===== config.mk =====
export PLATFORM = sky130hd
export DESIGN_NAME = khe_ctrl
export DESIGN_NICKNAME = d
export VERILOG_FILES = /design/src/rtl/khe_pkg.sv /design/src/rtl/khe_ctrl.sv
export SDC_FILE = /design/constraint.sdc
export NUM_CORES = 1
export LEC_CHECK = 0
export BUFFER_PORTS_ARGS = -buffer_cell sky130_fd_sc_hd__clkbuf_2
export CAP_MARGIN = 0
export CORE_AREA = 10 10 47 49
export CTS_CLUSTER_SIZE = 40
export DETAILED_ROUTE_END_ITERATION = 12
export DIE_AREA = 0 0 57 59
export MAX_ROUTING_LAYER = met4
export SYNTH_ARGS = -nofsm -noshare
export SYNTH_HDL_FRONTEND = slang
export SYNTH_SLANG_ARGS = --single-unit

===== constraint.sdc =====
create_clock -name clk_i -period 2.6 [get_ports clk_i]
set_input_delay 0.13 -clock clk_i [delete_from_list [all_inputs] [get_ports clk_i]]
set_output_delay 0.13 -clock clk_i [all_outputs]
set_load 0.05 [all_outputs]

===== src/rtl/khe_pkg.sv =====
// ----------------------------------------------------------------------------
// khe_pkg
// Shared types and constants of the knot hash engine: item structs, the
// controller state enum, controller/datapath command and status structs.
// ----------------------------------------------------------------------------
package khe_pkg;

  localparam int unsigned SUFFIX_LEN = 5;
  localparam int unsigned GROUP_LEN  = 16;
  localparam int unsigned DIGEST_LEN = 16;

  localparam logic [6:0] ROUNDS_MAX    = 7'd64;
  localparam logic [6:0] ROUNDS_RESET  = 7'd64;
  localparam logic [2:0] SUFFIX_LAST   = 3'(SUFFIX_LEN - 1);
  localparam logic [3:0] GROUP_LAST    = 4'(GROUP_LEN - 1);
  localparam logic [7:0] FOLD_LAST     = 8'(GROUP_LEN * DIGEST_LEN - 1);

  typedef struct packed {
    logic [7:0] length_byte;
    logic       last;
  } in_item_t;

  typedef struct packed {
    logic [7:0] hash_byte;
    logic [3:0] byte_index;
    logic       digest_end;
    logic       overflow;
  } out_item_t;

  typedef enum logic [3:0] {
    ST_LOAD,
    ST_FETCH,
    ST_SETUP,
    ST_SWAP_RD,
    ST_WR_A,
    ST_WR_B,
    ST_ADVANCE,
    ST_FOLD_RD,
    ST_FOLD_ACC
  } ctrl_state_e;

  typedef struct packed {
    logic load;
    logic fetch;
    logic setup;
    logic swap_rd;
    logic wr_a;
    logic wr_b;
    logic advance;
    logic fold_rd;
    logic fold_acc;
    logic restart;
  } dp_cmd_t;

  typedef struct packed {
    logic swaps_zero;
    logic seq_end;
    logic group_end;
    logic digest_end;
    logic out_busy;
  } dp_status_t;

  function automatic logic [7:0] suffix_byte(input logic [2:0] idx);
    logic [7:0] val;
    case (idx)
      3'd0:    val = 8'd17;
      3'd1:    val = 8'd31;
      3'd2:    val = 8'd73;
      3'd3:    val = 8'd47;
      3'd4:    val = 8'd23;
      default: val = 8'd0;
    endcase
    return val;
  endfunction

endpackage


===== src/rtl/khe_ctrl.sv =====
// ----------------------------------------------------------------------------
// khe_ctrl
// Sequencer of the knot hash engine: loads message bytes, steps each twist
// through fetch, setup and swap cycles, then walks the XOR fold.
// ----------------------------------------------------------------------------
module khe_ctrl import khe_pkg::*; (
  input  logic       clk_i,
  input  logic       rst_ni,
  input  logic       in_valid_i,
  input  logic       in_last_i,
  output logic       in_ready_o,
  input  dp_status_t status_i,
  output dp_cmd_t    cmd_o
);

  ctrl_state_e state_q, state_d;

  always_ff @(posedge clk_i or negedge rst_ni) begin
    if (!rst_ni) begin
      state_q <= ST_LOAD;
    end else begin
      state_q <= state_d;
    end
  end

  always_comb begin
    state_d    = state_q;
    cmd_o      = '0;
    in_ready_o = 1'b0;
    case (state_q)
      ST_LOAD: begin
        in_ready_o = 1'b1;
        if (in_valid_i) begin
          cmd_o.load = 1'b1;
          if (in_last_i) begin
            state_d = ST_FETCH;
          end
        end
      end
      ST_FETCH: begin
        cmd_o.fetch = 1'b1;
        state_d     = ST_SETUP;
      end
      ST_SETUP: begin
        cmd_o.setup = 1'b1;
        state_d     = ST_SWAP_RD;
      end
      ST_SWAP_RD: begin
        if (status_i.swaps_zero) begin
          state_d = ST_ADVANCE;
        end else begin
          cmd_o.swap_rd = 1'b1;
          state_d       = ST_WR_A;
        end
      end
      ST_WR_A: begin
        cmd_o.wr_a = 1'b1;
        state_d    = ST_WR_B;
      end
      ST_WR_B: begin
        cmd_o.wr_b = 1'b1;
        state_d    = ST_SWAP_RD;
      end
      ST_ADVANCE: begin
        cmd_o.advance = 1'b1;
        state_d       = status_i.seq_end ? ST_FOLD_RD : ST_FETCH;
      end
      ST_FOLD_RD: begin
        if (!status_i.out_busy) begin
          cmd_o.fold_rd = 1'b1;
          state_d       = ST_FOLD_ACC;
        end
      end
      ST_FOLD_ACC: begin
        cmd_o.fold_acc = 1'b1;
        if (status_i.digest_end) begin
          cmd_o.restart = 1'b1;
          state_d       = ST_LOAD;
        end else begin
          state_d = ST_FOLD_RD;
        end
      end
      default: begin
        state_d = ST_LOAD;
      end
    endcase
  end

endmodule


==> results of run 1 <==
==> layout by cell type (no fill, tap or decap) <==
master / netlist / layout
a22o_1: 1 / 1
and2b_1: 1 / 1
nand2b_1: 3 / 3
clkbuf_4: 0 / 3
a32oi_1: 1 / 1
or2b_1: 1 / 1
o21ai_1: 2 / 2
nand4b_1: 1 / 1
inv_1: 1 / 1
a21o_1: 1 / 1
nor2_1: 4 / 4
nor3_2: 1 / 1
clkbuf_2: 0 / 18
a21oi_1: 1 / 1
nand2_4: 1 / 1
nor3_1: 5 / 5
and2_1: 2 / 2
or4_1: 1 / 1
nor4_2: 0 / 1
dfrtp_1: 4 / 4
and3_1: 1 / 1
a2bb2oi_1: 1 / 1
o221ai_1: 1 / 1
mux2i_1: 1 / 1
a21bo_1: 1 / 1
dlygate4sd3_1: 0 / 1
nor4_1: 2 / 1
or4b_1: 1 / 1
==> layer usage <==
metal / up-vias / part of all wire
met3: 0 / 0.095
li1: 195 / -
met4: 0 / 0
met2: 15 / 0.42
met1: 161 / 0.49
met5: - / 0
==> power breakdown <==
| group | switching (mW) | internal [mW] |
|---|---|---|
| combinational | 0.265 | 0.134 |
| clock | 0.0245 | 0.0515 |
| sequential | 0.0938 | 0.0878 |
==> metrics by stage <==
stage | hold slack [ns] | cell area [um2]
floorplan | -0.166 | 374
CTS | 0.124 | 483
global route | 0.136 | 483
detailed placement | -0.0599 | 450
finish | 0.127 | 483
global placement | -0.0615 | 450
==> worst max path at each step <==
stage / to / slack [ns] / cells after the start
after global placement: cmd_o[2] / 1.12 / 3
after floorplan: cmd_o[6] / 0.36 / 2
after detailed placement: cmd_o[2] / 1.13 / 3
after CTS: cmd_o[2] / 0.88 / 3
final: cmd_o[2] / 0.89 / 3
after global routing: cmd_o[5] / 0.72 / 3
==> critical path: cells and delay by family (launching register included) <==
family                 cells  cell delay (ns)
flip-flops                 1             0.58
AND/OR/NAND/NOR            2             0.46
buffers and inverters      1             0.30
==> final cells by class <==
type | count | share of cell area
multi-input combinational | 34 | 0.490
sequential | 4 | 0.207
timing repair buffer | 19 | 0.207
clock buffer | 3 | 0.0466
tap | 16 | 0.0415
inverter | 1 | 0.00777
==> cell families after synthesis <==
| family | count (synthesis) | synth area share |
|---|---|---|
| DFF | 4 | 0.272 |
| and+or+nand+nor | 24 | 0.415 |
| muxes | 1 | 0.0272 |
| buffers and inverters | 5 | 0.102 |
| AOI/OAI and AO/OA | 9 | 0.184 |
==> impl_results.md, run 1 <==
* Max frequency at just under 0.6 GHz
* Detailed placement HPWL at between 700 and 800 um
* Syn Inst Count at 43
* Maximum VDD drop at 0.617 mV
* 1st-pass router iterations at 4
* Yosys top cell area share at 0.272
* Met1 GRT Util at 0.0818
* Final core occ at 0.345
* Register name with the most flops: state_q
* Sequential fraction of the synthesis area at 0.272
* Period utilisation layout at 0.659
* Top-count cell post-synth: nor3_1
* DRC at 0
* R2R cell count at 3
* 1st-iter DRT viols at 5
* Largest register FFs at 4
* Final setup fails at 0
* Min-Delay Endpoint: state_q[3]
* Starting Density at 0.263
* Initial antenna violation count at 0
* WL/cell at about 13 um
* CTS Sinks at 4
* Largest net degree at the start of global routing at 15
* Clock slew at reported path FFs at ~0.03 ns
* CP Capture Type: primary output
* Biggest registers after layout: state_q: 4 flops
* Commonest cells in the synthesized netlist: nor3_1 (5), dfrtp_1 (4), nor2_1 (4), buf_4 (3), nand2b_1 (3)
* FF+latch area at 100 um2
* Total grt overflow at 0
* Unrepaired setup endpoints after global routing: false
* Busiest grt layer: met1
* Clk Latency, worst-skew pair at 0.23 ns
* GR Util met2 at 0.0806
* Leak at 0.235 nW
* Post-route insts no fill at 77
* Max_cap viols at 0
* Hold Crit Start: status_i[0]
* Width of the die at ~57 um
* Synthesized Nets at 52
* Port bufs at 18
* Crit path arrival time at 1.58 ns
* CTS root buf: clkbuf_4
* Crit path time final at approximately 1.7 ns
* CTS buffer count at 3
* Die Area at roughly 3400 um2
* NumNets Final at between 70 and 80
* Top post-synthesis cells by area: dfrtp_1 (27%), nor3_1 (6.8%), buf_4 (6.1%), nand2b_1 (5.1%), nor2_1 (4.1%)
* Layout overhead on the synthesized area at 31.3%
* H-Tree Depth at 1
* CP peak stage delay at between 0.5 and 0.6 ns
* Cells after DPL at 73
* Post-synth EDFFs at 0
* Die height at ~59 um
* Setup WS pre-CTS at roughly 1.1 ns
* Filler cell count at between 150 and 200
* Hold_buf cts at 1
* TritonCTS clock tree: done
* Yosys cell types at 26
* CP Launch Type: flip-flop
* Core area at about 1400 um2
* Layout cells sized above 1 at 0.393
* RR Startpoint: state_q[1]
* First-pass GRT wire length at 1730 um
* Via/cell ratio at 4.82
* Worst Path Required at approximately 2.5 ns
* Grt met3 use at 0.0408
* Antenna viol nets, final at 0
* Crit path kind: flip-flop to primary output
* IO Count at 20
* FP Rows at 14
* Area leader, netlist: dfrtp_1
* Vias at ~370
* Total power divided by cell area at ~1400 nW/um2
* Total wire length at a little under 1000 um
* RD Place Congestion at 0.701
* Worst path cell trace: nand2b_1 -> nor3_1 -> clkbuf_2
* Synthesized flop and latch total at 4
* # diodes at 0
* Syn Std Cell Area at between 300 and 400 um2
* Status: complete, no violations
* CP Launch Point: state_q[2]
* R2r endpoint: state_q[2]
* Syn avg cell area at roughly 8.6 um2
* Setup TNS at 0 ns
* PnR Total Power at roughly 0.66 mW
* Clock skew at roughly 0.0043 ns
* Final hold violations at 0
* Slew Limit Fails at 0
* Hold depth at 2
* Min-Delay Path Class: input port to flip-flop
* Slew HR at 0.707
* Post-CTS Setup Inserts at 0
* Primary FF master, synth: dfrtp_1
* Worst slew pin tran at between 0.4 and 0.5 ns
* Number of global-route vias before repair at roughly 360
* Post-CTS sizing at 0
* Synth warn at 0
* FFs w/ async S/R, synth at 1.00
* R2R setup slack at approximately 1.2 ns
* Multi-input gate area at 236 um2
* Crit path max fanout at 13
* Fin worst setup slack at ~0.89 ns
* Gr usage total at 0.0634
* Longest Clk Path Bufs at 2
* CP max stage cell: dfrtp_1
Note: power is estimated with default switching activity, not from simulation.
==> run 2, diff against run 1 <==
==> constraint.sdc (replaced) <==
create_clock -name clk_i -period 1.42 [get_ports clk_i]
set_input_delay 0.071 -clock clk_i [delete_from_list [all_inputs] [get_ports clk_i]]
set_output_delay 0.071 -clock clk_i [all_outputs]
set_load 0.05 [all_outputs]
==> run 2 against run 1 <==
  * The flow now finishes with violations (negative setup slack)
  * Register-to-register slack got worse by 1.1 ns
  * Final cell count rose by 16%
  * Via count rose by 20%
  * Critical path depth rose by 1
  * Largest power group unchanged
  * Highest routed layer is now met4
==> impl_results.md, run 2 (synthesis gave the netlist of run 1 again) <==
* Crit path kind: flip-flop to primary output
* Detailed placement HPWL at 857 um
* Final core occ at 0.532
* Worst path cell trace: buf_6 -> nand2b_4 -> nor3_4 -> buf_8
* Clock skew at approximately 0.0053 ns
* Commonest non-fill, non-tap cell in the layout: buf_4
* Crit path time final at 1.46 ns
* Clock slew at reported path FFs at ~0.04 ns
* CP Launch Point: state_q[1]
* Slew HR at 0.834
* R2r endpoint: state_q[1]
* Maximum VDD drop at 1.09 mV
* Antenna viol nets, final at 0
* 1st-iter DRT viols at 4
* Total grt overflow at 0
* # diodes at 0
* FP Rows at 14
* Largest register FFs at 4
* TritonCTS clock tree: done
* Longest Clk Path Bufs at 2
* Hold depth at 2
* First-pass GRT wire length at a little under 2000 um
* Biggest registers after layout: state_q: 4 flops
* CP peak stage delay at approximately 0.46 ns
* CP max stage cell: dfrtp_2
* CTS buffer count at 3
* Setup TNS at -0.0448 ns
* Die height at 59 um
* Layout overhead on the synthesized area at 103%
* Placed inst area at about 560 um2
* CP Launch Type: flip-flop
* Register name with the most flops: state_q
* Crit path arrival time at about 1.4 ns
* Clk Latency, worst-skew pair at 0.23 ns
* Max frequency at a little under 0.7 GHz
* Via/cell ratio at about 5
* Hold Crit Start: status_i[0]
* R2R setup slack at around 0.07 ns
* Failing checks: negative setup slack
* Fin worst setup slack at -0.0433 ns
* Worst Path Required at between 1 and 1.5 ns
* 1st-pass router iterations at 2
* Total power divided by cell area at ~2400 nW/um2
* Starting Density at 0.263
* CTS Sinks at 4
* Total wire length at 1260 um
* Final setup fails at 2
* Gr usage total at 0.0729
* Crit path max fanout at 6
* NumNets Final at 84
* Port bufs at 18
* DRC at 0
* Worst slew pin tran at ~0.25 ns
* Status: finished with violations
* CP Capture Type: primary output
* RR Startpoint: state_q[1]
* Largest net degree at the start of global routing at 9
* Vias at roughly 450
* Final hold violations at 0
* R2R cell count at 3
* Min-Delay Endpoint: state_q[3]
* WL/cell at around 14 um
* IO Count at 20
* Initial antenna violation count at 0
* Die Area at approximately 3400 um2
* RD Place Congestion at between 0.8 and 0.9
* Design Area, Final at approximately 750 um2
* Max_cap viols at 0
* PnR Total Power at about 1.8 mW
* CTS root buf: clkbuf_4
* Layout cells sized above 1 at 0.658
* Leak at about 0.33 nW
* Period utilisation layout at 1.03
* Number of global-route vias before repair at about 430
* H-Tree Depth at 1
* Width of the die at approximately 57 um
* Unrepaired setup endpoints after global routing: true
* Most frequent cells in the layout: buf_4 (9), clkbuf_2 (7), clkbuf_4 (5), buf_6 (5), dfrtp_2 (4)
* Core area at about 1400 um2
* Slew Limit Fails at 0
* Min-Delay Path Class: input port to flip-flop
[run 2: changes by cell type in the layout (fill, tap and decap cells not counted), sizes merged]
cell	delta
buf	+19
clkbuf	-7
[run 2: area by class of cell]
| type | instances | area [um2] |
|---|---|---|
| Fill cell | 139 | 656 |
| Sequential cell | 4 | 105 |
| Multi-Input combinational cell | 34 | 323 |
| Tap cell | 16 | 20.0 |
| Clock buffer | 3 | 22.5 |
| Inverter | 1 | 3.75 |
| Timing Repair Buffer | 31 | 272 |
[run 2: worst max-delay path: cells and delay by family (launching register included)]
family | cells | cell delay, ns
DFF | 1 | 0.46
and+or+nand+nor | 2 | 0.37
buffers and inverters | 2 | 0.34
[run 2: through the flow]
stage          cells  setup slack [ns]  hold slack (ns)
6_report          89           -0.0433            0.112
5_1_grt           89           -0.0844            0.113
4_1_cts           84          -0.00545            0.103
3_5_place_dp      80            0.0897           -0.121
3_3_place_gp      80            0.0952           -0.122
2_1_floorplan     43            -0.400           -0.225
[run 2: power breakdown]
| group | total (mW) | switching [mW] | internal (mW) |
|---|---|---|---|
| combinational | 1.34 | 0.732 | 0.612 |
| sequential | 0.310 | 0.138 | 0.172 |
| clock | 0.142 | 0.0473 | 0.0946 |
[run 2: how the worst max path moves through the flow]
stage / to / slack [ns] / depth (start not counted)
2_1_floorplan: cmd_o[9] / -0.40 / 3
3_3_place_gp: state_q[1] / 0.1 / 4
3_5_place_dp: state_q[1] / 0.09 / 3
4_1_cts: cmd_o[0] / -0.005 / 3
5_1_grt: cmd_o[8] / -0.08 / 4
6_report: cmd_o[8] / -0.04 / 4
[run 2: routing by layer]
| metal | track usage | routed length (um) |
|---|---|---|
| met5 | - | 0 |
| met4 | 0.0302 | 21 |
| met3 | 0.0258 | 79 |
| met2 | 0.115 | 657 |
| met1 | 0.0822 | 505 |
[run 2: what timing repair did]
item,4_1_cts,5_1_grt
setup buffers,0,5
hold buffers,1,0
setup endpoints to repair,10,9
gates resized for setup,22,14
pin swaps,0,3
hold endpoints to repair,4,0
