==> config.mk <==
export PLATFORM = sky130hd
export DESIGN_NAME = khe_datapath
export DESIGN_NICKNAME = d
export VERILOG_FILES = /design/src/rtl/khe_pkg.sv /design/src/rtl/khe_datapath.sv
export SDC_FILE = /design/constraint.sdc
export NUM_CORES = 2
export LEC_CHECK = 0
export BUFFER_PORTS_ARGS = -buffer_cell sky130_fd_sc_hd__buf_2
export CAP_MARGIN = 20
export CORE_UTILIZATION = 69
export DETAILED_ROUTE_END_ITERATION = 10
export MAX_ROUTING_LAYER = met4
export PLACE_DENSITY = 0.95
export SKIP_CTS_REPAIR_TIMING = 1
export SYNTH_ARGS = -nofsm -noshare
export SYNTH_HDL_FRONTEND = slang
export SYNTH_SLANG_ARGS = --single-unit
==> constraint.sdc <==
create_clock -name clk_i -period 23.8 [get_ports clk_i]
set_input_delay 3.57 -clock clk_i [delete_from_list [all_inputs] [get_ports clk_i]]
set_output_delay 3.57 -clock clk_i [all_outputs]
set_load 0.005 [all_outputs]
==> src/rtl/khe_pkg.sv <==
// ----------------------------------------------------------------------------
// khe_pkg
// Shared types and constants of the knot hash engine: item structs, the
// controller state enum, controller/datapath command and status structs.
// ----------------------------------------------------------------------------
package khe_pkg;

  localparam int unsigned SUFFIX_LEN = 5;
  localparam int unsigned GROUP_LEN  = 16;
  localparam int unsigned DIGEST_LEN = 16;

  localparam logic [6:0] ROUNDS_MAX    = 7'd64;
  localparam logic [6:0] ROUNDS_RESET  = 7'd64;
  localparam logic [2:0] SUFFIX_LAST   = 3'(SUFFIX_LEN - 1);
  localparam logic [3:0] GROUP_LAST    = 4'(GROUP_LEN - 1);
  localparam logic [7:0] FOLD_LAST     = 8'(GROUP_LEN * DIGEST_LEN - 1);

  typedef struct packed {
    logic [7:0] length_byte;
    logic       last;
  } in_item_t;

  typedef struct packed {
    logic [7:0] hash_byte;
    logic [3:0] byte_index;
    logic       digest_end;
    logic       overflow;
  } out_item_t;

  typedef enum logic [3:0] {
    ST_LOAD,
    ST_FETCH,
    ST_SETUP,
    ST_SWAP_RD,
    ST_WR_A,
    ST_WR_B,
    ST_ADVANCE,
    ST_FOLD_RD,
    ST_FOLD_ACC
  } ctrl_state_e;

  typedef struct packed {
    logic load;
    logic fetch;
    logic setup;
    logic swap_rd;
    logic wr_a;
    logic wr_b;
    logic advance;
    logic fold_rd;
    logic fold_acc;
    logic restart;
  } dp_cmd_t;

  typedef struct packed {
    logic swaps_zero;
    logic seq_end;
    logic group_end;
    logic digest_end;
    logic out_busy;
  } dp_status_t;

  function automatic logic [7:0] suffix_byte(input logic [2:0] idx);
    logic [7:0] val;
    case (idx)
      3'd0:    val = 8'd17;
      3'd1:    val = 8'd31;
      3'd2:    val = 8'd73;
      3'd3:    val = 8'd47;
      3'd4:    val = 8'd23;
      default: val = 8'd0;
    endcase
    return val;
  endfunction

endpackage

==> src/rtl/khe_datapath.sv <==
// ----------------------------------------------------------------------------
// khe_datapath
// Length store, ring memory with per-entry valid bits, twist pointers,
// position and skip, fold accumulator and the output register.
// ----------------------------------------------------------------------------
module khe_datapath import khe_pkg::*; #(
  parameter int unsigned MAX_LEN   = 64,
  parameter int unsigned RING_SIZE = 256
) (
  input  logic       clk_i,
  input  logic       rst_ni,
  input  dp_cmd_t    cmd_i,
  output dp_status_t status_o,
  input  in_item_t   in_data_i,
  input  logic       cfg_we_i,
  input  logic [6:0] cfg_wdata_i,
  input  logic       out_ready_i,
  output logic       out_valid_o,
  output out_item_t  out_data_o
);

  localparam int unsigned RW = $clog2(RING_SIZE);
  localparam int unsigned LW = $clog2(RING_SIZE + 1);
  localparam int unsigned CW = $clog2(MAX_LEN + 1);
  localparam int unsigned AW = (MAX_LEN > 1) ? $clog2(MAX_LEN) : 1;

  localparam logic [LW-1:0] RING_L    = LW'(RING_SIZE);
  localparam logic [LW:0]   RING_X    = (LW+1)'(RING_SIZE);
  localparam logic [RW:0]   RING_R    = (RW+1)'(RING_SIZE);
  localparam logic [RW-1:0] RING_LAST = RW'(RING_SIZE - 1);
  localparam logic [8:0]    RING_9    = 9'(RING_SIZE);
  localparam logic [CW-1:0] COUNT_MAX = CW'(MAX_LEN);

  logic [7:0]  store_mem [MAX_LEN];
  logic [7:0]  store_rd_q;
  logic [7:0]  ring_mem [RING_SIZE];

  logic [RING_SIZE-1:0] vld_q;
  logic [CW-1:0] cnt_q, li_q;
  logic          ovf_q, sfx_q;
  logic [2:0]    si_q;
  logic [6:0]    rnd_q, rounds_q;
  logic [RW-1:0] pos_q, skip_q, pa_q, pb_q, lenm_q;
  logic [LW-1:0] swaps_q;
  logic [7:0]    fidx_q, acc_q;
  logic          out_vld_q;
  out_item_t     out_q;

  logic [7:0]    ra_data_q, rb_data_q;
  logic [RW-1:0] ra_addr_q, rb_addr_q;
  logic          ra_vld_q, rb_vld_q, ra_in_q;

  logic          full;
  logic [6:0]    rounds_eff;
  logic [7:0]    len8;
  logic [LW-1:0] lenc;
  logic [LW:0]   pb_sum;
  logic [RW-1:0] pb_start, lenm_d;
  logic [RW:0]   adv_s1, adv_s2;
  logic [RW-1:0] adv_p1, pos_d, skip_d;
  logic [RW-1:0] pa_next, pb_next;
  logic [RW-1:0] rd_addr_a, wr_addr;
  logic [7:0]    ra_val, rb_val, wr_data, fold_val, acc_x;
  logic          fold_in;
  logic          wr_en;

  assign full = (cnt_q == COUNT_MAX);

  always_comb begin
    if (rounds_q == 7'd0) begin
      rounds_eff = 7'd1;
    end else if (rounds_q > ROUNDS_MAX) begin
      rounds_eff = ROUNDS_MAX;
    end else begin
      rounds_eff = rounds_q;
    end
  end

  // Twist setup: clamp length, far pointer, length mod ring
  assign len8     = sfx_q ? suffix_byte(si_q) : store_rd_q;
  assign lenc     = ({1'b0, len8} > RING_9) ? RING_L : LW'(len8);
  assign pb_sum   = (LW+1)'(pos_q) + (LW+1)'(lenc) - (LW+1)'(1);
  assign pb_start = (pb_sum >= RING_X) ? RW'(pb_sum - RING_X) : RW'(pb_sum);
  assign lenm_d   = (lenc == RING_L) ? '0 : RW'(lenc);

  // Position and skip update
  assign adv_s1 = (RW+1)'(pos_q) + (RW+1)'(lenm_q);
  assign adv_p1 = (adv_s1 >= RING_R) ? RW'(adv_s1 - RING_R) : RW'(adv_s1);
  assign adv_s2 = (RW+1)'(adv_p1) + (RW+1)'(skip_q);
  assign pos_d  = (adv_s2 >= RING_R) ? RW'(adv_s2 - RING_R) : RW'(adv_s2);
  assign skip_d = (skip_q == RING_LAST) ? '0 : skip_q + RW'(1);

  assign pa_next = (pa_q == RING_LAST) ? '0 : pa_q + RW'(1);
  assign pb_next = (pb_q == '0) ? RING_LAST : pb_q - RW'(1);

  // Ring access
  assign rd_addr_a = cmd_i.fold_rd ? RW'(fidx_q) : pa_q;
  assign ra_val    = ra_vld_q ? ra_data_q : 8'(ra_addr_q);
  assign rb_val    = rb_vld_q ? rb_data_q : 8'(rb_addr_q);
  assign wr_en     = cmd_i.wr_a | cmd_i.wr_b;
  assign wr_addr   = cmd_i.wr_a ? pa_q : pb_q;
  assign wr_data   = cmd_i.wr_a ? rb_val : ra_val;
  assign fold_in   = ({1'b0, fidx_q} < RING_9);
  assign fold_val  = ra_in_q ? ra_val : 8'h00;
  assign acc_x     = acc_q ^ fold_val;

  always_ff @(posedge clk_i) begin
    if (cmd_i.load && !full) begin
      store_mem[cnt_q[AW-1:0]] <= in_data_i.length_byte;
    end
    if (cmd_i.fetch) begin
      store_rd_q <= store_mem[li_q[AW-1:0]];
    end
  end

  always_ff @(posedge clk_i) begin
    if (wr_en) begin
      ring_mem[wr_addr] <= wr_data;
    end
    if (cmd_i.swap_rd || cmd_i.fold_rd) begin
      ra_data_q <= ring_mem[rd_addr_a];
      ra_addr_q <= rd_addr_a;
      ra_vld_q  <= vld_q[rd_addr_a];
      ra_in_q   <= cmd_i.fold_rd ? fold_in : 1'b1;
      rb_data_q <= ring_mem[pb_q];
      rb_addr_q <= pb_q;
      rb_vld_q  <= vld_q[pb_q];
    end
  end

  always_ff @(posedge clk_i or negedge rst_ni) begin
    if (!rst_ni) begin
      vld_q     <= '0;
      cnt_q     <= '0;
      li_q      <= '0;
      ovf_q     <= 1'b0;
      sfx_q     <= 1'b0;
      si_q      <= '0;
      rnd_q     <= 7'd1;
      rounds_q  <= ROUNDS_RESET;
      pos_q     <= '0;
      skip_q    <= '0;
      pa_q      <= '0;
      pb_q      <= '0;
      lenm_q    <= '0;
      swaps_q   <= '0;
      fidx_q    <= '0;
      acc_q     <= '0;
      out_vld_q <= 1'b0;
      out_q     <= '0;
    end else begin
      if (cfg_we_i) begin
        rounds_q <= cfg_wdata_i;
      end
      if (cmd_i.load) begin
        if (full) begin
          ovf_q <= 1'b1;
        end else begin
          cnt_q <= cnt_q + CW'(1);
        end
      end
      if (cmd_i.setup) begin
        pa_q    <= pos_q;
        pb_q    <= pb_start;
        lenm_q  <= lenm_d;
        swaps_q <= lenc >> 1;
      end
      if (wr_en) begin
        vld_q[wr_addr] <= 1'b1;
      end
      if (cmd_i.wr_b) begin
        pa_q    <= pa_next;
        pb_q    <= pb_next;
        swaps_q <= swaps_q - LW'(1);
      end
      if (cmd_i.advance) begin
        pos_q  <= pos_d;
        skip_q <= skip_d;
        if (!sfx_q) begin
          if ((li_q + CW'(1)) == cnt_q) begin
            sfx_q <= 1'b1;
            si_q  <= '0;
          end else begin
            li_q <= li_q + CW'(1);
          end
        end else if (si_q == SUFFIX_LAST) begin
          sfx_q <= 1'b0;
          si_q  <= '0;
          li_q  <= '0;
          rnd_q <= rnd_q + 7'd1;
        end else begin
          si_q <= si_q + 3'd1;
        end
      end
      if (out_vld_q && out_ready_i) begin
        out_vld_q <= 1'b0;
      end
      if (cmd_i.fold_acc) begin
        fidx_q <= fidx_q + 8'd1;
        if (fidx_q[3:0] == GROUP_LAST) begin
          acc_q            <= '0;
          out_vld_q        <= 1'b1;
          out_q.hash_byte  <= acc_x;
          out_q.byte_index <= fidx_q[7:4];
          out_q.digest_end <= (fidx_q == FOLD_LAST);
          out_q.overflow   <= ovf_q;
        end else begin
          acc_q <= acc_x;
        end
      end
      if (cmd_i.restart) begin
        vld_q  <= '0;
        cnt_q  <= '0;
        li_q   <= '0;
        ovf_q  <= 1'b0;
        sfx_q  <= 1'b0;
        si_q   <= '0;
        rnd_q  <= 7'd1;
        pos_q  <= '0;
        skip_q <= '0;
      end
    end
  end

  assign status_o.swaps_zero = (swaps_q == '0);
  assign status_o.seq_end    = sfx_q && (si_q == SUFFIX_LAST) && (rnd_q == rounds_eff);
  assign status_o.group_end  = (fidx_q[3:0] == GROUP_LAST);
  assign status_o.digest_end = (fidx_q == FOLD_LAST);
  assign status_o.out_busy   = out_vld_q;

  assign out_valid_o = out_vld_q;
  assign out_data_o  = out_q;

endmodule

==> out/qor.tcl, run 1 <==
set qor(ys_types) 77
set qor(clockRootBuffer) {sky130_fd_sc_hd__clkbuf_16}
set qor(grt_overflow) 160
set qor(io_pins) 50
set qor(initial_utilization) 0.697
set qor(port_buffers) 48
set qor(run.stop_error) {[ERROR GRT-0232] Routing congestion too high. Check the congestion heatmap in the GUI.}
set qor(synth_top_flop_cell) {sky130_fd_sc_hd__edfxtp_1}
set qor(synth_enable_flop_cells) 2602
set qor(cts-htree-levels) 5
set qor(cts.path.max_buffers) 4
set qor(detailed_placement_wirelength_estimate_um) 277000
set qor(detailedPlace.worstSlack_ns) 14.28
set qor(synthesized_instance_count) 9095
set qor(synth_nets) 9170
set qor(grt_util_all_layers) 0.723
set qor(fp-row-count) 163
set qor(run_status) {stopped before the end}
set qor(synth_area_um2) 138000
set qor(chipWidth_um) 450
set qor(clock_sink_count) 2971
set qor(synth-seq-area-share) 0.632
set qor(antenna_violations_before_repair) 134
set qor(place_congestion) 0.984
set qor(grt_max_degree) 153
set qor(ys_seq_elements) 2971
set qor(post_syn_area_per_cell_um2) 15.2
set qor(failed_stage) {global routing}
set qor(cts_inserted_buffers) 301
set qor(dieHeight_um) 450
set qor(yosysWarningCount) 0
set qor(asyncSetResetFlopFracSynth) 0.124
per-layer routing:
layer / track usage / overflow
met3: 0.650 / 27
met4: 0.686 / 79
met1: 0.696 / 11
met2: 0.823 / 43
met5: - / -
cells by family after synthesis:
group | Yosys count | synth area share
flops | 2971 | 0.632
fa+ha+maj | 45 | 0.00424
simple gates | 2619 | 0.0788
compound gates | 1072 | 0.0515
xor+xnor | 67 | 0.00424
buf+inv | 764 | 0.0235
mux | 1557 | 0.206
through the flow:
step / instance area (µm²) / hold WS [ns] / utilization / cells
after floorplan: 138000 / 0.420 / - / 9095
after global placement: 141000 / 0.459 / 0.709 / 11300
after detailed placement: 141000 / 0.466 / 0.710 / 11300
after CTS: 150000 / 0.519 / 0.758 / 11800
Yosys cell counts, types with 149 or more instances:
cell | instances | area (µm²)
sky130_fd_sc_hd__edfxtp_1 | 2602 | 78100
sky130_fd_sc_hd__nand2_1 | 1107 | 4160
sky130_fd_sc_hd__mux4_2 | 1023 | 23000
sky130_fd_sc_hd__nor2_1 | 889 | 3340
sky130_fd_sc_hd__mux2i_1 | 494 | 4940
sky130_fd_sc_hd__dfrtp_1 | 367 | 9180
sky130_fd_sc_hd__clkbuf_1 | 354 | 1330
sky130_fd_sc_hd__a21oi_1 | 347 | 1740
sky130_fd_sc_hd__nand3_1 | 327 | 1640
sky130_fd_sc_hd__buf_2 | 184 | 921
sky130_fd_sc_hd__o221ai_1 | 167 | 1460
sky130_fd_sc_hd__o21ai_0 | 149 | 746
==> inputs of run 2 (changes only) <==
- CORE_UTILIZATION: 69 -> 40
- MAX_ROUTING_LAYER: met4 -> unset
- PLACE_DENSITY: 0.95 -> unset
- PLACE_DENSITY_LB_ADDON: unset -> 0.15
==> run 2 against run 1 <==
Compared with the run above: the flow now finishes without violations; synthesized area is the same; synthesized cell count unchanged.
==> out/qor.tcl, run 2 <==
set qor(run_status) {finished, final reports clean} ;# was stopped before the end
set qor(synth.top_cells.by_count) {sky130_fd_sc_hd__edfxtp_1, sky130_fd_sc_hd__nand2_1, sky130_fd_sc_hd__mux4_2} ;# unchanged
set qor(mostFrequentLayoutCells) {sky130_fd_sc_hd__edfxtp_1, sky130_fd_sc_hd__nand2_1, sky130_fd_sc_hd__mux4_2}
set qor(fp-row-count) 215 ;# was 163
set qor(timing.setup.tns_ns) 0
set qor(powerDensity_nw_per_um2) 118
set qor(antenna_violations_before_repair) 26
set qor(synth_nets) 9170 ;# unchanged
set qor(avgViaCountPerCell) 6.30
set qor(floorplan.die_area_um2) 348000
set qor(grt_pass1_wl_um) 660000
set qor(worstHoldPathCells) 2
set qor(vdd_drop_max_mv) 0.138
set qor(first_global_vias) 86500
set qor(ys_types) 77 ;# unchanged
set qor(cts-htree-levels) 5 ;# unchanged
set qor(dieHeight_um) 590 ;# was 450 µm
set qor(synth_area_um2) 138000 ;# unchanged
set qor(post_synth_main_area_contributors) {sky130_fd_sc_hd__edfxtp_1, sky130_fd_sc_hd__mux4_2, sky130_fd_sc_hd__dfrtp_1} ;# unchanged
set qor(cp.arrival_ns) 9.65
set qor(clock-skew-final_ns) 0.0760
set qor(post_syn_area_per_cell_um2) 15.2 ;# unchanged
set qor(routed_wirelength_um) 471000
set qor(grt_max_degree) 139
set qor(report.final.setup_viol) 0
set qor(drt_pre_antenna_iters) 9
set qor(critical_path.endpoint_type) {flip-flop}
set qor(yosysWarningCount) 0 ;# unchanged
set qor(ant_nets) 0
set qor(clk-insertion-delay-late_ns) 0.95
set qor(critical-path-top-cell-by-count) {sky130_fd_sc_hd__buf_4}
set qor(worst-setup-path-type) {in2reg}
set qor(final_hold_viols) 0
set qor(worstPathRequired_ns) 24.60
set qor(port_buffers) 48 ;# unchanged
set qor(cts_tree) {done}
set qor(cts.path.max_buffers) 4 ;# unchanged
set qor(route.vias.total) 88200
set qor(r2r.worst_path.cells) 9
set qor(synth_top_flop_cell) {sky130_fd_sc_hd__edfxtp_1} ;# unchanged
set qor(regToRegStartpoint) {pb_q[1]$_DFFE_PN0P_}
set qor(initial_utilization) 0.402 ;# was 0.697
set qor(drt-wirelength-per-cell_um) 33.6
set qor(ys_seq_elements) 2971 ;# unchanged
set qor(timing.reg2reg.setup_slack_ns) 17.23
set qor(min_period_over_period) 0.372
set qor(place_congestion) 0.849 ;# was 0.984
set qor(yosys.area.top_type) {sky130_fd_sc_hd__edfxtp_1} ;# unchanged
set qor(grt_overflow) 0
set qor(grt_util_all_layers) 0.266
set qor(worstReg2RegEnd) {rb_vld_q$_DFFE_PP_}
set qor(cp.buffers_inverters) 5
set qor(drv_slew) 0
set qor(clockRootBuffer) {sky130_fd_sc_hd__clkbuf_16} ;# unchanged
set qor(drc_errors) 0
set qor(fillCellCount) 29900
set qor(synth_enable_flop_cells) 2602 ;# unchanged
set qor(worstHoldEndpoint) {out_data_o[6]$_DFFE_PN0P_}
set qor(post-route-util) 0.452
set qor(area_growth_pct) 12.4
set qor(worstPathCellList) {buf_2, mux2i_4, inv_16, buf_4, buf_4, buf_4, mux4_2, a21oi_1, mux2i_1, a211oi_1, nor4_1, and3_1}
set qor(count_leader_synth) {sky130_fd_sc_hd__edfxtp_1} ;# unchanged
set qor(cap_viol_max_count) 0
set qor(asyncSetResetFlopFracSynth) 0.124 ;# unchanged
set qor(largest_reg_flops) 2048
set qor(critical_path_peak_fanout) 138
set qor(synth_top_area_share) 0.565 ;# unchanged
set qor(clk_pin_slew_ns) 0.06
set qor(io_pins) 50 ;# unchanged
set qor(biggest_register) {ring_mem}
set qor(clock_sink_count) 2971 ;# unchanged
set qor(drive_gt1_frac) 0.218
set qor(detailed_placement_wirelength_estimate_um) 289000 ;# was 277,000 µm
set qor(cts_inserted_buffers) 330 ;# was 301
set qor(rel_slew_slack) 0.174
set qor(grt_setup_unrepaired) {false}
set qor(slowest_delay_ns) 0.91
set qor(timing.critical_path.from_type) {input pin}
set qor(hold_start) {out_data_o[6]$_DFFE_PN0P_}
set qor(nets) 9236
set qor(synth-seq-area-share) 0.632 ;# unchanged
set qor(fin_crit_ns) 8.85
set qor(coreArea_um2) 344000
set qor(synthesized_instance_count) 9095 ;# unchanged
set qor(min-delay-path-class) {reg2reg}
set qor(most_common_cell_after_layout_fill_and_taps_aside) {sky130_fd_sc_hd__edfxtp_1}
set qor(cellLeakagePower_uw) 0.0521
set qor(critical_path.slowest_cell) {sky130_fd_sc_hd__nor4_1}
set qor(drt-initial-drc-count) 11400
set qor(critical-path-top-delay-family) {buffers and inverters}
set qor(chipWidth_um) 590 ;# was 450 µm
set qor(worst-slew-pin-transition_ns) 1.23
set qor(fmaxAchievable_mhz) 113
==> run 2: cell counts after synthesis <==
No cell type changed its count.
==> run 2: logic make-up after synthesis <==
family | count (synthesis) | synth area share
AOI/OAI and AO/OA | 1072 | 0.0515
adders and majority gates | 45 | 0.00424
and+or+nand+nor | 2619 | 0.0788
DFF | 2971 | 0.632
muxes | 1557 | 0.206
xor gates and xnor gates | 67 | 0.00424
buffers and inverters | 764 | 0.0235
==> run 2: cell type report <==
type / count / area, µm² / share of cell area
Antenna cell: 9 / 22.5 / 0.000145
Clock buffer: 430 / 8900 / 0.0573
Clock inverter: 175 / 1410 / 0.00907
Inverter: 71 / 305 / 0.00196
Multi-Input combinational cell: 5360 / 47900 / 0.309
Sequential cell: 2971 / 87400 / 0.563
Tap cell: 4557 / 5700 / 0.0367
Timing Repair Buffer: 427 / 3700 / 0.0238
==> run 2: per-stage QoR <==
| step | cell area [µm²] | worst slack, ns | power (µW) | hold slack (ns) | cells |
|---|---|---|---|---|---|
| detailed placement | 145000 | 14.21 | 13300 | 0.474 | 13400 |
| floorplan | 138000 | 10.91 | 10600 | 0.420 | 9095 |
| global placement | 144000 | 14.27 | 13200 | 0.464 | 13300 |
| finish | 155000 | 14.95 | 18300 | 0.480 | 14000 |
| global route | 155000 | 14.93 | 18700 | 0.511 | 14000 |
| CTS | 155000 | 15.21 | 18200 | 0.489 | 14000 |
==> run 2: power by group <==
group	internal, µW	switching (µW)	total, µW
Clock	2820	2150	4970
Combinational	2150	4670	6820
Sequential	6300	164	6470
Total	11300	6980	18300
==> run 2: worst register-to-register path, delay by kind of cell (launching register included) <==
family          cells  cell delay [ns]
flops               1             0.87
compound gates      2             0.53
buf+inv             4             3.19
mux                 3             1.75
==> run 2: worst max path at each step <==
stage	to	startpoint	slack, ns	depth (start not counted)
floorplan	ring_mem[0][5]$_DFFE_PP_	cmd_i[5]	10.91	5
finish	ra_data_q[5]$_DFFE_PP_	cmd_i[2]	14.95	12
global route	ra_data_q[5]$_DFFE_PP_	cmd_i[2]	14.93	12
global placement	ra_data_q[5]$_DFFE_PP_	cmd_i[2]	14.27	12
detailed placement	ra_data_q[5]$_DFFE_PP_	cmd_i[2]	14.21	12
CTS	ra_data_q[5]$_DFFE_PP_	cmd_i[2]	15.21	12
==> run 2: layer usage <==
layer | wire, µm | vias up | GRT usage
met4 | 22900 | 12 | 0.112
met3 | 41900 | 951 | 0.0491
li1 | - | 36000 | -
met5 | 83 | - | 0
met1 | 189000 | 46600 | 0.365
met2 | 217000 | 4656 | 0.416
Power figures use the tool's default switching activity.
